`config.mk`:
```
export PLATFORM = sky130hd
export DESIGN_NAME = config_log_write_throttle
export DESIGN_NICKNAME = d
export VERILOG_FILES = /design/src/hw/rtl/clwt_pkg.sv /design/src/hw/rtl/config_log_write_throttle.sv
export SDC_FILE = /design/constraint.sdc
export NUM_CORES = 2
export LEC_CHECK = 0
export ABC_AREA = 1
export BUFFER_PORTS_ARGS = -buffer_cell sky130_fd_sc_hd__buf_2
export CELL_PAD_IN_SITES_DETAIL_PLACEMENT = 0
export CELL_PAD_IN_SITES_GLOBAL_PLACEMENT = 1
export CORE_MARGIN = 5
export CORE_UTILIZATION = 53
export CTS_BUF_LIST = sky130_fd_sc_hd__clkbuf_4 sky130_fd_sc_hd__clkbuf_8
export DETAILED_ROUTE_END_ITERATION = 12
export GPL_TIMING_DRIVEN = 1
export PLACE_DENSITY = 0.87
export REMOVE_ABC_BUFFERS = 1
export SYNTH_ARGS = -nofsm -noshare
export SYNTH_HDL_FRONTEND = slang
export SYNTH_SLANG_ARGS = --single-unit
```
`constraint.sdc`:
```
create_clock -name clk -period 19.3 [get_ports clk]
set_input_delay 2.895 -clock clk [delete_from_list [all_inputs] [get_ports clk]]
set_output_delay 2.895 -clock clk [all_outputs]
set_load 0.005 [all_outputs]
```
`src/hw/rtl/clwt_pkg.sv`:
```
// Shared codes, widths and constants for the config log write throttle.
package clwt_pkg;

  localparam int unsigned SECTOR_W = 13;
  localparam int unsigned TIME_W   = 32;
  localparam int unsigned RATE_W   = 16;
  localparam int unsigned DAY_W    = 17;
  localparam int unsigned PROD_W   = TIME_W + DAY_W;
  localparam int unsigned RECIP_W  = 26;
  localparam int unsigned MUL_W    = TIME_W + RECIP_W;
  localparam int unsigned DAYS_W   = 16;

  typedef logic [1:0] op_t;
  typedef logic [2:0] action_t;
  typedef logic [2:0] reg_index_t;

  localparam op_t OP_SAVE  = 2'd0;
  localparam op_t OP_TICK  = 2'd1;
  localparam op_t OP_ADOPT = 2'd2;

  localparam action_t ACT_WRITTEN    = 3'd0;
  localparam action_t ACT_DEFERRED   = 3'd1;
  localparam action_t ACT_IDLE       = 3'd2;
  localparam action_t ACT_ADOPTED    = 3'd3;
  localparam action_t ACT_NOT_LOADED = 3'd4;
  localparam action_t ACT_NO_TIME    = 3'd5;
  localparam action_t ACT_AREA       = 3'd6;

  localparam reg_index_t REG_LOG_FIRST   = 3'd0;
  localparam reg_index_t REG_LOG_END     = 3'd1;
  localparam reg_index_t REG_SEED_SECTOR = 3'd2;
  localparam reg_index_t REG_SEED_ID     = 3'd3;
  localparam reg_index_t REG_SEED_FIRST  = 3'd4;
  localparam reg_index_t REG_SEED_LAST   = 3'd5;
  localparam reg_index_t REG_MAX_PER_DAY = 3'd6;

  localparam logic [DAY_W-1:0] DAY_SEC = 17'd86400;

  // A day is 675 << 7 seconds. ((now >> 7) * DAY_RECIP) >> 35 equals now / 86400
  // for every 32-bit now, since the reciprocal error stays below one part in 2^10.
  localparam int unsigned DAY_SHIFT   = 7;
  localparam int unsigned RECIP_SHIFT = 35;
  localparam logic [RECIP_W-1:0] DAY_RECIP = 26'd50903317;

  localparam logic [SECTOR_W-1:0] SEED_SECTOR_RST = 13'h1000;
  localparam logic [RATE_W-1:0]   MAX_PER_DAY_RST = 16'd200;

endpackage

```
`src/hw/rtl/config_log_write_throttle.sv`:
```
// Wear-levelling write scheduler for a ring of flash sectors holding settings.
// Adopt, tick and most saves finish in EXEC; the rate test goes on through MUL_ID, MUL_LIM
// and CMP; a new deadline is made in DIV and DL (two passes through the shared multiplier),
// from EXEC or after the rate test. Throughput: one item in work; the next input beat is
// taken the cycle after the result is produced; an unaccepted result holds the next item back.
// Reset (synchronous) restores the register defaults, empties the log and drops any deadline.
module config_log_write_throttle #(
  parameter int unsigned SECTOR_COUNT = 4096
) (
  input  logic                                clk,
  input  logic                                rst,
  input  logic                                cfg_valid,
  output logic                                cfg_ready,
  input  clwt_pkg::reg_index_t                cfg_index,
  input  logic [31:0]                         cfg_data,
  input  logic                                in_valid,
  output logic                                in_ready,
  input  clwt_pkg::op_t                       op,
  input  logic [clwt_pkg::TIME_W-1:0]         now_seconds,
  output logic                                out_valid,
  input  logic                                out_ready,
  output clwt_pkg::action_t                   action,
  output logic [11:0]                         sector,
  output logic [clwt_pkg::TIME_W-1:0]         record_id,
  output logic [clwt_pkg::TIME_W-1:0]         record_time,
  output logic [clwt_pkg::TIME_W-1:0]         record_first_time
);

  localparam logic [2:0] ST_IDLE    = 3'd0;
  localparam logic [2:0] ST_EXEC    = 3'd1;
  localparam logic [2:0] ST_MUL_ID  = 3'd2;
  localparam logic [2:0] ST_MUL_LIM = 3'd3;
  localparam logic [2:0] ST_CMP     = 3'd4;
  localparam logic [2:0] ST_DIV     = 3'd5;
  localparam logic [2:0] ST_DL      = 3'd6;

  localparam int unsigned SW = clwt_pkg::SECTOR_W;
  localparam int unsigned TW = clwt_pkg::TIME_W;
  localparam int unsigned PW = clwt_pkg::PROD_W;
  localparam int unsigned RW = clwt_pkg::RECIP_W;
  localparam int unsigned MW = clwt_pkg::MUL_W;

  // Configuration registers.
  logic [SW-1:0]              log_first_sector;
  logic [SW-1:0]              log_end_sector;
  logic [SW-1:0]              seed_sector;
  logic [TW-1:0]              seed_id;
  logic [TW-1:0]              seed_first_time;
  logic [TW-1:0]              seed_last_time;
  logic [clwt_pkg::RATE_W-1:0] max_per_day;

  // Log state.
  logic          loaded;
  logic [SW-1:0] current_sector;
  logic [TW-1:0] last_id;
  logic [TW-1:0] last_time;
  logic [TW-1:0] last_first_time;
  logic [TW-1:0] retry_deadline;

  logic [2:0]    state;
  logic [2:0]    state_next;

  // Item and working registers.
  clwt_pkg::op_t op_r;
  logic [TW-1:0] now_r;
  logic [PW-1:0] lhs;
  logic [PW-1:0] prod;
  logic [clwt_pkg::DAYS_W-1:0] dq;

  // Shared multiplier.
  logic [TW-1:0] mul_a;
  logic [RW-1:0] mul_b;
  logic [MW-1:0] mul_p;

  logic          out_free;
  logic          area_ok;
  logic [SW-1:0] nxt_inc;
  logic [SW-1:0] nxt;
  logic [TW-1:0] first_c;
  logic [TW-1:0] id_c;
  logic [TW-1:0] wr_first;
  logic [TW-1:0] span;
  logic          tick_due;

  logic              fin;
  clwt_pkg::action_t fin_act;
  logic              wr_req;
  logic              commit;
  logic              adopt_go;
  logic              dl_clear;
  logic              dl_set;

  assign cfg_ready = 1'b1;
  assign in_ready  = (state == ST_IDLE);
  assign out_free  = !out_valid || out_ready;

  assign area_ok = (log_first_sector < log_end_sector) &&
                   ({4'b0, log_end_sector} <= 17'(SECTOR_COUNT));
  assign nxt_inc = current_sector + 13'd1;
  assign nxt     = (nxt_inc < log_first_sector || nxt_inc >= log_end_sector) ?
                   log_first_sector : nxt_inc;

  assign first_c  = (last_first_time != '0) ? last_first_time : now_r;
  assign id_c     = last_id + 32'd1;
  assign wr_first = (op_r == clwt_pkg::OP_SAVE) ? first_c : last_first_time;
  assign span     = now_r - first_c;
  assign tick_due = (now_r != '0) && (retry_deadline != '0) && (now_r >= retry_deadline);

  // Products for the rate test, the day count (reciprocal multiply) and the deadline (a second pass).
  always_comb begin
    mul_a = '0;
    mul_b = '0;
    unique case (state)
      ST_MUL_ID: begin
        mul_a = id_c;
        mul_b = RW'(clwt_pkg::DAY_SEC);
      end
      ST_MUL_LIM: begin
        mul_a = span;
        mul_b = RW'(max_per_day) + 26'd1;
      end
      ST_DIV: begin
        mul_a = TW'(now_r[TW-1:clwt_pkg::DAY_SHIFT]);
        mul_b = clwt_pkg::DAY_RECIP;
      end
      ST_DL: begin
        mul_a = TW'(dq) + 32'd1;
        mul_b = RW'(clwt_pkg::DAY_SEC);
      end
      default: begin
        mul_a = '0;
        mul_b = '0;
      end
    endcase
  end

  assign mul_p = MW'(mul_a) * MW'(mul_b);

  // Sequencer decisions. The quotient id * day / span exceeds the limit exactly
  // when id * day >= (limit + 1) * span, so no wide division is needed there.
  always_comb begin
    state_next = state;
    fin        = 1'b0;
    fin_act    = clwt_pkg::ACT_IDLE;
    wr_req     = 1'b0;
    adopt_go   = 1'b0;
    dl_clear   = 1'b0;
    dl_set     = 1'b0;
    unique case (state)
      ST_IDLE: begin
        if (in_valid) begin
          state_next = ST_EXEC;
        end
      end
      ST_EXEC: begin
        if (out_free) begin
          state_next = ST_IDLE;
          fin        = 1'b1;
          unique case (op_r)
            clwt_pkg::OP_ADOPT: begin
              if (area_ok) begin
                adopt_go = 1'b1;
                fin_act  = clwt_pkg::ACT_ADOPTED;
              end else begin
                fin_act = clwt_pkg::ACT_AREA;
              end
            end
            clwt_pkg::OP_TICK: begin
              if (tick_due) begin
                dl_clear = 1'b1;
                wr_req   = loaded;
              end
            end
            clwt_pkg::OP_SAVE: begin
              if (!loaded) begin
                fin_act = clwt_pkg::ACT_NOT_LOADED;
              end else if (now_r == '0 && last_time == '0) begin
                fin_act = clwt_pkg::ACT_NO_TIME;
              end else if (now_r == '0 || (now_r == first_c && id_c == '0)) begin
                wr_req = 1'b1;
              end else if (now_r <= first_c || id_c == '1) begin
                if (retry_deadline != '0) begin
                  fin_act = clwt_pkg::ACT_DEFERRED;
                end else begin
                  fin        = 1'b0;
                  state_next = ST_DIV;
                end
              end else begin
                fin        = 1'b0;
                state_next = ST_MUL_ID;
              end
            end
            default: begin
              fin_act = clwt_pkg::ACT_IDLE;
            end
          endcase
        end
      end
      ST_MUL_ID: begin
        state_next = ST_MUL_LIM;
      end
      ST_MUL_LIM: begin
        state_next = ST_CMP;
      end
      ST_CMP: begin
        if (lhs >= prod) begin
          if (retry_deadline != '0) begin
            fin        = 1'b1;
            fin_act    = clwt_pkg::ACT_DEFERRED;
            state_next = ST_IDLE;
          end else begin
            state_next = ST_DIV;
          end
        end else begin
          fin        = 1'b1;
          wr_req     = 1'b1;
          state_next = ST_IDLE;
        end
      end
      ST_DIV: begin
        state_next = ST_DL;
      end
      ST_DL: begin
        dl_set     = 1'b1;
        fin        = 1'b1;
        fin_act    = clwt_pkg::ACT_DEFERRED;
        state_next = ST_IDLE;
      end
      default: begin
        state_next = ST_IDLE;
      end
    endcase
    if (wr_req) begin
      fin_act = area_ok ? clwt_pkg::ACT_WRITTEN : clwt_pkg::ACT_AREA;
    end
  end

  assign commit = wr_req && area_ok;

  // Control state and configuration.
  always_ff @(posedge clk) begin
    if (rst) begin
      state            <= ST_IDLE;
      out_valid        <= 1'b0;
      log_first_sector <= '0;
      log_end_sector   <= '0;
      seed_sector      <= clwt_pkg::SEED_SECTOR_RST;
      seed_id          <= '1;
      seed_first_time  <= '0;
      seed_last_time   <= '0;
      max_per_day      <= clwt_pkg::MAX_PER_DAY_RST;
      loaded           <= 1'b0;
      current_sector   <= '1;
      last_id          <= '1;
      last_time        <= '0;
      last_first_time  <= '0;
      retry_deadline   <= '0;
    end else begin
      state <= state_next;
      if (fin) begin
        out_valid <= 1'b1;
      end else if (out_ready) begin
        out_valid <= 1'b0;
      end
      if (cfg_valid) begin
        unique case (cfg_index)
          clwt_pkg::REG_LOG_FIRST:   log_first_sector <= cfg_data[SW-1:0];
          clwt_pkg::REG_LOG_END:     log_end_sector   <= cfg_data[SW-1:0];
          clwt_pkg::REG_SEED_SECTOR: seed_sector      <= cfg_data[SW-1:0];
          clwt_pkg::REG_SEED_ID:     seed_id          <= cfg_data;
          clwt_pkg::REG_SEED_FIRST:  seed_first_time  <= cfg_data;
          clwt_pkg::REG_SEED_LAST:   seed_last_time   <= cfg_data;
          clwt_pkg::REG_MAX_PER_DAY: max_per_day      <= cfg_data[clwt_pkg::RATE_W-1:0];
          default: begin
          end
        endcase
      end
      if (adopt_go) begin
        loaded          <= 1'b1;
        current_sector  <= seed_sector;
        last_id         <= seed_id;
        last_first_time <= seed_first_time;
        last_time       <= seed_last_time;
      end
      if (commit) begin
        current_sector  <= nxt;
        last_id         <= id_c;
        last_time       <= now_r;
        last_first_time <= wr_first;
      end
      if (dl_clear) begin
        retry_deadline <= '0;
      end else if (dl_set) begin
        retry_deadline <= mul_p[TW-1:0];
      end
    end
  end

  // Datapath registers.
  always_ff @(posedge clk) begin
    if (in_valid && in_ready) begin
      op_r  <= op;
      now_r <= now_seconds;
    end
    if (state == ST_MUL_ID) begin
      lhs <= mul_p[PW-1:0];
    end
    if (state == ST_MUL_LIM) begin
      prod <= mul_p[PW-1:0];
    end
    if (state == ST_DIV) begin
      dq <= mul_p[clwt_pkg::RECIP_SHIFT +: clwt_pkg::DAYS_W];
    end
    if (fin) begin
      action <= fin_act;
      if (commit) begin
        sector            <= nxt[11:0];
        record_id         <= id_c;
        record_time       <= now_r;
        record_first_time <= wr_first;
      end else begin
        sector            <= '0;
        record_id         <= '0;
        record_time       <= '0;
        record_first_time <= '0;
      end
    end
  end

endmodule

```
; After elaboration in Yosys (flattened, before gate mapping)
; Cells that the tools add are included.
[word_totals]
ff_bits = 556
inputBits = 74
out_inout_bits = 114
wordCells = 152
[op_classes]
add_sub_neg = 5
mul = 1
order_cmp = 7
eq_ne = 18
n_mux = 63
reduce_logical = 33
[op_table]
columns = op, count
row1 = 32-bit two-way mux, 8
row2 = 32-bit one-hot mux with 4 select lines, 1
row3 = 32-bit zero test, 3
row4 = 32-bit nonzero test, 3
row5 = 26-bit one-hot mux with 3 select lines, 1
row6 = 32-bit by 26-bit multiplier with 51-bit output, 1
row7 = 49-bit greater-or-equal comparator, 1
row8 = 3-bit two-way mux, 15
row9 = 13-bit two-way mux, 3
row10 = 16-bit by 1-bit adder with 17-bit output (second input constant), 2
row11 = 32-bit by 1-bit adder with 32-bit output (second input constant), 1
row12 = 32-bit == test, 1
row13 = 32-bit == test (second input constant), 1
row14 = 32-bit greater-or-equal comparator, 1
row15 = 32-bit <= comparator, 1
row16 = 32-bit subtractor, 1
row17 = 13-bit < comparator, 2
row18 = 1-bit two-way mux, 25
row19 = 3-bit == test (second input constant), 6
row20 = 3-bit one-hot mux with 6 select lines, 1
row21 = 2-bit AND reduction, 8
row22 = 13-bit by 1-bit adder with 13-bit output (second input constant), 1
row23 = 13-bit greater-or-equal comparator, 1
row24 = 13-bit <= comparator (second input constant), 1
row25 = 17 further kinds, 38

; Depth between registers and ports, before layout
[depth]
ltp_word = 13
mapped_depth = 57
ltp_nobuf = 56

; Worst setup path before layout
; No wires, ideal clock.
[synth_path]
path_type = flip-flop to flip-flop
startpoint = register last_first_time[27]
endpoint = register dq[13] in the netlist's numbering, data pin
setup_time_ps = 269
arrival_ps = 9058
path_slack_ps = 9973
path_stages_with_launch = 55
n_path_buf = 3
synth_period_minus_slack_ps = 9327
cell_sequence = dfxtp_1 > nor2_1 > nand2_1 > nor2_1 > nand2_1 > nor2_4 > clkbuf_1 > buf_1 > a21oi_1 > ha_1 > a21oi_1 > inv_1 > a221oi_1 > nand2_1 > nand2_1 > nand2_1 > nand2_1 > nand2_1 > (+19 left out) > fa_1 > inv_1 > fa_1 > inv_1 > ha_1 > nand2_1 > nor2_1 > nand2_1 > nor4_1 > nand2_1 > nand3_1 > a21o_1 > a21oi_1 > o21ai_0 > nand3_1 > nor2_1 > nor2_1 > xnor2_1
[synth_between]
elab_chain_cells = 5
[synth_lines]
columns = element, line_no
row1 = start: declaration, config_log_write_throttle.sv:57  ; logic [TW-1:0] last_first_time;
row2 = start signal: assignment, config_log_write_throttle.sv:282  ; last_first_time <= seed_first_time;
row3 = start signal: assignment, config_log_write_throttle.sv:289  ; last_first_time <= wr_first;
row4 = 32-bit nonzero test, config_log_write_throttle.sv:103  ; assign first_c = (last_first_time != '0) ? last_first_time : now_r;
row5 = 32-bit two-way mux (*), config_log_write_throttle.sv:103
row6 = 32-bit subtractor (*), config_log_write_throttle.sv:106  ; assign span = now_r - first_c;
row7 = 32-bit one-hot mux with 4 select lines (*), config_log_write_throttle.sv:113  ; unique case (state)
row8 = 32-bit by 26-bit multiplier with 51-bit output (*), config_log_write_throttle.sv:137  ; assign mul_p = MW'(mul_a) * MW'(mul_b);
row9 = named net mul_p[48], config_log_write_throttle.sv:73  ; logic [MW-1:0] mul_p;
row10 = end signal: assignment, config_log_write_throttle.sv:312  ; dq <= mul_p[clwt_pkg::RECIP_SHIFT +: clwt_pkg::DAYS_W];
row11 = end: declaration, config_log_write_throttle.sv:68  ; logic [clwt_pkg::DAYS_W-1:0] dq;
; Mark *: on every way through the listed nets, which the timed path passes. The rest lies on a longest branch.
; A chain may end at the register's enable or synchronous reset.

; Worst setup path in the final report
[layout_path]
startpoint = register last_first_time[28]
endpoint = register prod[48], data pin
[layout_between]
elab_chain_cells = 5
[layout_lines]
columns = element, line_no
row1 = 32-bit nonzero test, config_log_write_throttle.sv:103
row2 = 32-bit two-way mux (*), config_log_write_throttle.sv:103
row3 = 32-bit subtractor (*), config_log_write_throttle.sv:106
row4 = 32-bit one-hot mux with 4 select lines (*), config_log_write_throttle.sv:113
row5 = 32-bit by 26-bit multiplier with 51-bit output (*), config_log_write_throttle.sv:137
row6 = named net mul_p[48], config_log_write_throttle.sv:73
row7 = end signal: assignment, config_log_write_throttle.sv:309  ; prod <= mul_p[PW-1:0];
row8 = end: declaration, config_log_write_throttle.sv:67  ; logic [PW-1:0] prod;
; Marks and branches as above.

==> results by group <==
Outcome
  – Status: finished, final reports clean

Cells and area
  – Most frequent cells in the layout: 1,346 x inv_1, 1,080 x nand2_1, 766 x nor2_1, 524 x fa_1, 381 x ha_1
  – Top flop regs: lhs: 49 flops, prod: 49 flops
  – Commonest non-fill, non-tap cell in the layout: inv_1
  – Syn-to-layout area delta: 8.167%
  – Area occupied by registers: about 0.014 mm2
  – Share of post-route cells with drive strength above 1: 7.330%
  – Fillers: about 8,800
  – Post-route cell area: 0.05357 mm2
  – Final #Nets: 7,318
  – Area of the multi-input gates: just under 0.03 mm2

Drt
  – Routed Antenna Nets: 0
  – Initial DRT Pass Iterations: 5
  – Vias per cell: 5.493
  – Wirelength per Cell: approximately 21 um
  – Drt initial violations: slightly above 4,000
  – Detailed-route DRC error count: 0
  – Final wirelength: 162,400 um
  – Vias: approximately 42,000

Clock tree
  – Clk Latency, worst-skew pair: 0.74 ns
  – Sink Count: approximately 560
  – PostCTS Resize Cnt: 0
  – CTS buffer count: 87
  – CTS Buffer Depth: 3
  – Clock Root Buffer: clkbuf_8
  – H-tree Lvls: 3
  – CTS Hold Bufs: 0
  – Clock transition at the registers of the reported paths: about 0.06 ns
  – TritonCTS clock tree: built
  – Post-CTS setup buffer count: 0

Timing
  – Max Fclk: 87.58 MHz
  – RSZ-0062 raised after global routing: false
  – Final clock skew: a little under 0.06 ns
  – Worst-Margin Slew: 1.228 ns
  – Period minus WS final: between 10 and 15 ns
  – Count of pins over their slew limit: 0
  – Fin. Hold Viols: 0
  – Final setup fails: 0
  – Fin Setup TNS: 0 ns
  – Period utilization: 59.16%
  – Slew headroom: between 15 and 20%

Logic synthesis
  – Yosys reg bits: roughly 560
  – Yosys warnings: 0
  – Post-synthesis sequential area ratio: about 28%
  – Synth Flop Type: dfxtp_1
  – Syn_area_per_cell: 7.983 um2
  – Syn Std Cell Area: just under 0.05 mm2
  – Post-synth EDFFs: approximately 260
  – Cells after synthesis: just over 6,000
  – Post-synth ARST share: 0%
  – Post-synthesis cell type count: slightly below 60

Floorplan
  – DIE HEIGHT: about 320 um
  – Full die area: 0.09966 mm2
  – Initial Utilization: between 50% and 60%
  – Ports: 188
  – CORE AREA: 0.09305 mm2
  – Die width: between 300 and 400 um
  – FP Rows: ~110

Power and ir drop
  – Sequential share of power: about two fifths
  – Leak: ~27 nW
  – Sw power: between 1 and 1.5 mW
  – Clock share of power: a little over a third
  – Internal: roughly 2.1 mW
  – Sw frac: between 30% and 40%
  – Maximum vdd drop: about 0.066 mV
  – Power Density: 57.98 mW/mm2
  – Comb pwr share: a little under a quarter

Global route
  – Overall Global Routing Usage: approximately 32%
  – GRT overflow: 0
  – First-pass GRT wire length: approximately 250,000 um
  – Initial antenna violation count: 4
  – Largest net degree at the start of global routing: slightly above 100
  – Vias in the first global route: 42,040

Run
  – Max Cap Violations: 0

Critical path
  – CP max-delay cell: nor2_4
  – CP Buf/Inv Count: 7
  – CP endpoint kind: flip-flop
  – Critical path class: flip-flop to flip-flop
  – Slowest stage delay, CP: roughly 0.97 ns
  – Startpoint Class: flip-flop
  – Reg2reg path depth: 46
  – R2r setup slk: 7.88 ns
  – WP data required: between 15 and 20 ns
  – Cell mode on critical path: nand2_1
  – Reg-to-Reg Start: last_first_time[28]$_SDFFE_PP0P_
  – Cell family with most CP delay: adder cells
  – Crit path max fanout: 55
  – Arrival time of the worst setup path: between 10 and 15 ns
  – Worst r2r dst: prod[48]$_DFFE_PP_

Hold path
  – Hold_sp: seed_last_time[29]$_SDFFE_PP0P_
  – Endpoint, Worst Hold: seed_last_time[29]$_SDFFE_PP0P_
  – Worst Hold Path Cells: 2
  – Worst min path class: flip-flop to flip-flop

Place
  – Post-DP Area: between 0.05 and 0.06 mm2
  – HPWL Detailed: 124,700 um
  – Port Buf Inserts: 186
  – Final GP Congestion: around 1
==> final cells by class <==
cell class | count | share of cell area, %
multi-input cells | 4072 | 55.69
flip-flops and latches | 556 | 25.62
inverters | 1370 | 9.603
well taps | 1254 | 2.929
clock buffers | 124 | 2.917
repair buffers | 252 | 2.662
clock inverters | 38 | 0.5769
diodes | 1 | 0.004671
==> metrics by stage <==
stage          total power, mW  hold slack [ns]  setup WS (ns)  util (%)  std cells
2_1_floorplan            1.773           0.4321          6.364         -       5998
3_3_place_gp             2.017           0.4402          8.269     55.56       7504
3_5_place_dp             2.019           0.4465          8.109     55.56       7504
4_1_cts                  3.096           0.4581          8.071     57.57       7666
5_1_grt                  3.244           0.4779          7.078     57.57       7666
6_report                 3.106           0.4586          7.881     57.58       7667
==> synthesized netlist by cell type, types with 7 or more instances <==
master    count  area (um2)
inv_2        12       45.04
o211ai_1     14       105.1
a31oi_1      29       181.4
ha_1        381        4767
nand2_2       7       43.79
xnor2_1      26       227.7
a21oi_1     377        1887
or2_2         7       43.79
nor2_1      773        2902
a211oi_1     27       202.7
buf_6        11       123.9
nor4_1       35       219.0
nor2_2        7       43.79
a21o_1       11       82.58
inv_1      1347        5056
clkbuf_1    156       585.6
buf_2        32       160.2
nand3_1     192       960.9
edfxtp_1    259        7777
o21ai_0     321        1607
clkinv_1     11       41.29
o21a_1       11       82.58
nor3_1       31       155.2
nand2_1    1082        4061
o21bai_1      7       52.55
dfxtp_1     297        5946
nand4_1      49       306.5
xor2_1       46       402.9
a221oi_1     10       87.58
buf_4         7       52.55
nand3b_1     55       412.9
fa_1        524       10490
==> power by group through the flow <==
stage / Combinational, mW / Clock (mW) / Sequential [mW]
final: 0.713 / 1.09 / 1.30
after global routing: 0.786 / 1.15 / 1.30
after CTS: 0.698 / 1.10 / 1.30
after detailed placement: 0.693 / 0 / 1.33
after global placement: 0.692 / 0 / 1.32
after floorplan: 0.456 / 0 / 1.32
==> tightest hold or removal path: cells and delay by family (launching register included) <==
kind                   cells  cell delay (ns)
flip-flops                 1             0.30
AO/OA/AOI/OAI              1             0.05
buffers and inverters      1             0.06
==> cell families (layout without fill, tap and decap cells) <==
logic type               count (synthesis)  after routing  share of synthesized area, %
AO/OA/AOI/OAI                          833            833                         9.135
other                                    2              9                       0.01516
adder cells (fa/ha/maj)                905            905                         30.80
XOR/XNOR                                72             72                         1.273
flip-flops                             556            556                         27.71
buffers and inverters                 1582           1784                         12.29
AND/OR/NAND/NOR                       2254           2254                         18.77
==> worst max-delay path by stage <==
stage                               to  cells after the start                              from
finish              prod[48]$_DFFE_PP_                     46  last_first_time[28]$_SDFFE_PP0P_
global route        prod[48]$_DFFE_PP_                     46  last_first_time[27]$_SDFFE_PP0P_
CTS                 prod[48]$_DFFE_PP_                     46  last_first_time[28]$_SDFFE_PP0P_
detailed placement  prod[48]$_DFFE_PP_                     46  last_first_time[28]$_SDFFE_PP0P_
global placement      dq[13]$_DFFE_PN_                     46  last_first_time[27]$_SDFFE_PP0P_
floorplan             dq[13]$_DFFE_PN_                     34             state[2]$_SDFFE_PP0P_
==> layer usage <==
metal	track usage, %	wire, um	up-vias
li1	-	-	19550
met2	52.50	75150	1805
met5	0	0	-
met4	12.51	7192	0
met1	43.26	65590	20380
met3	6.659	14490	382
Power figures use the tool's default switching activity.
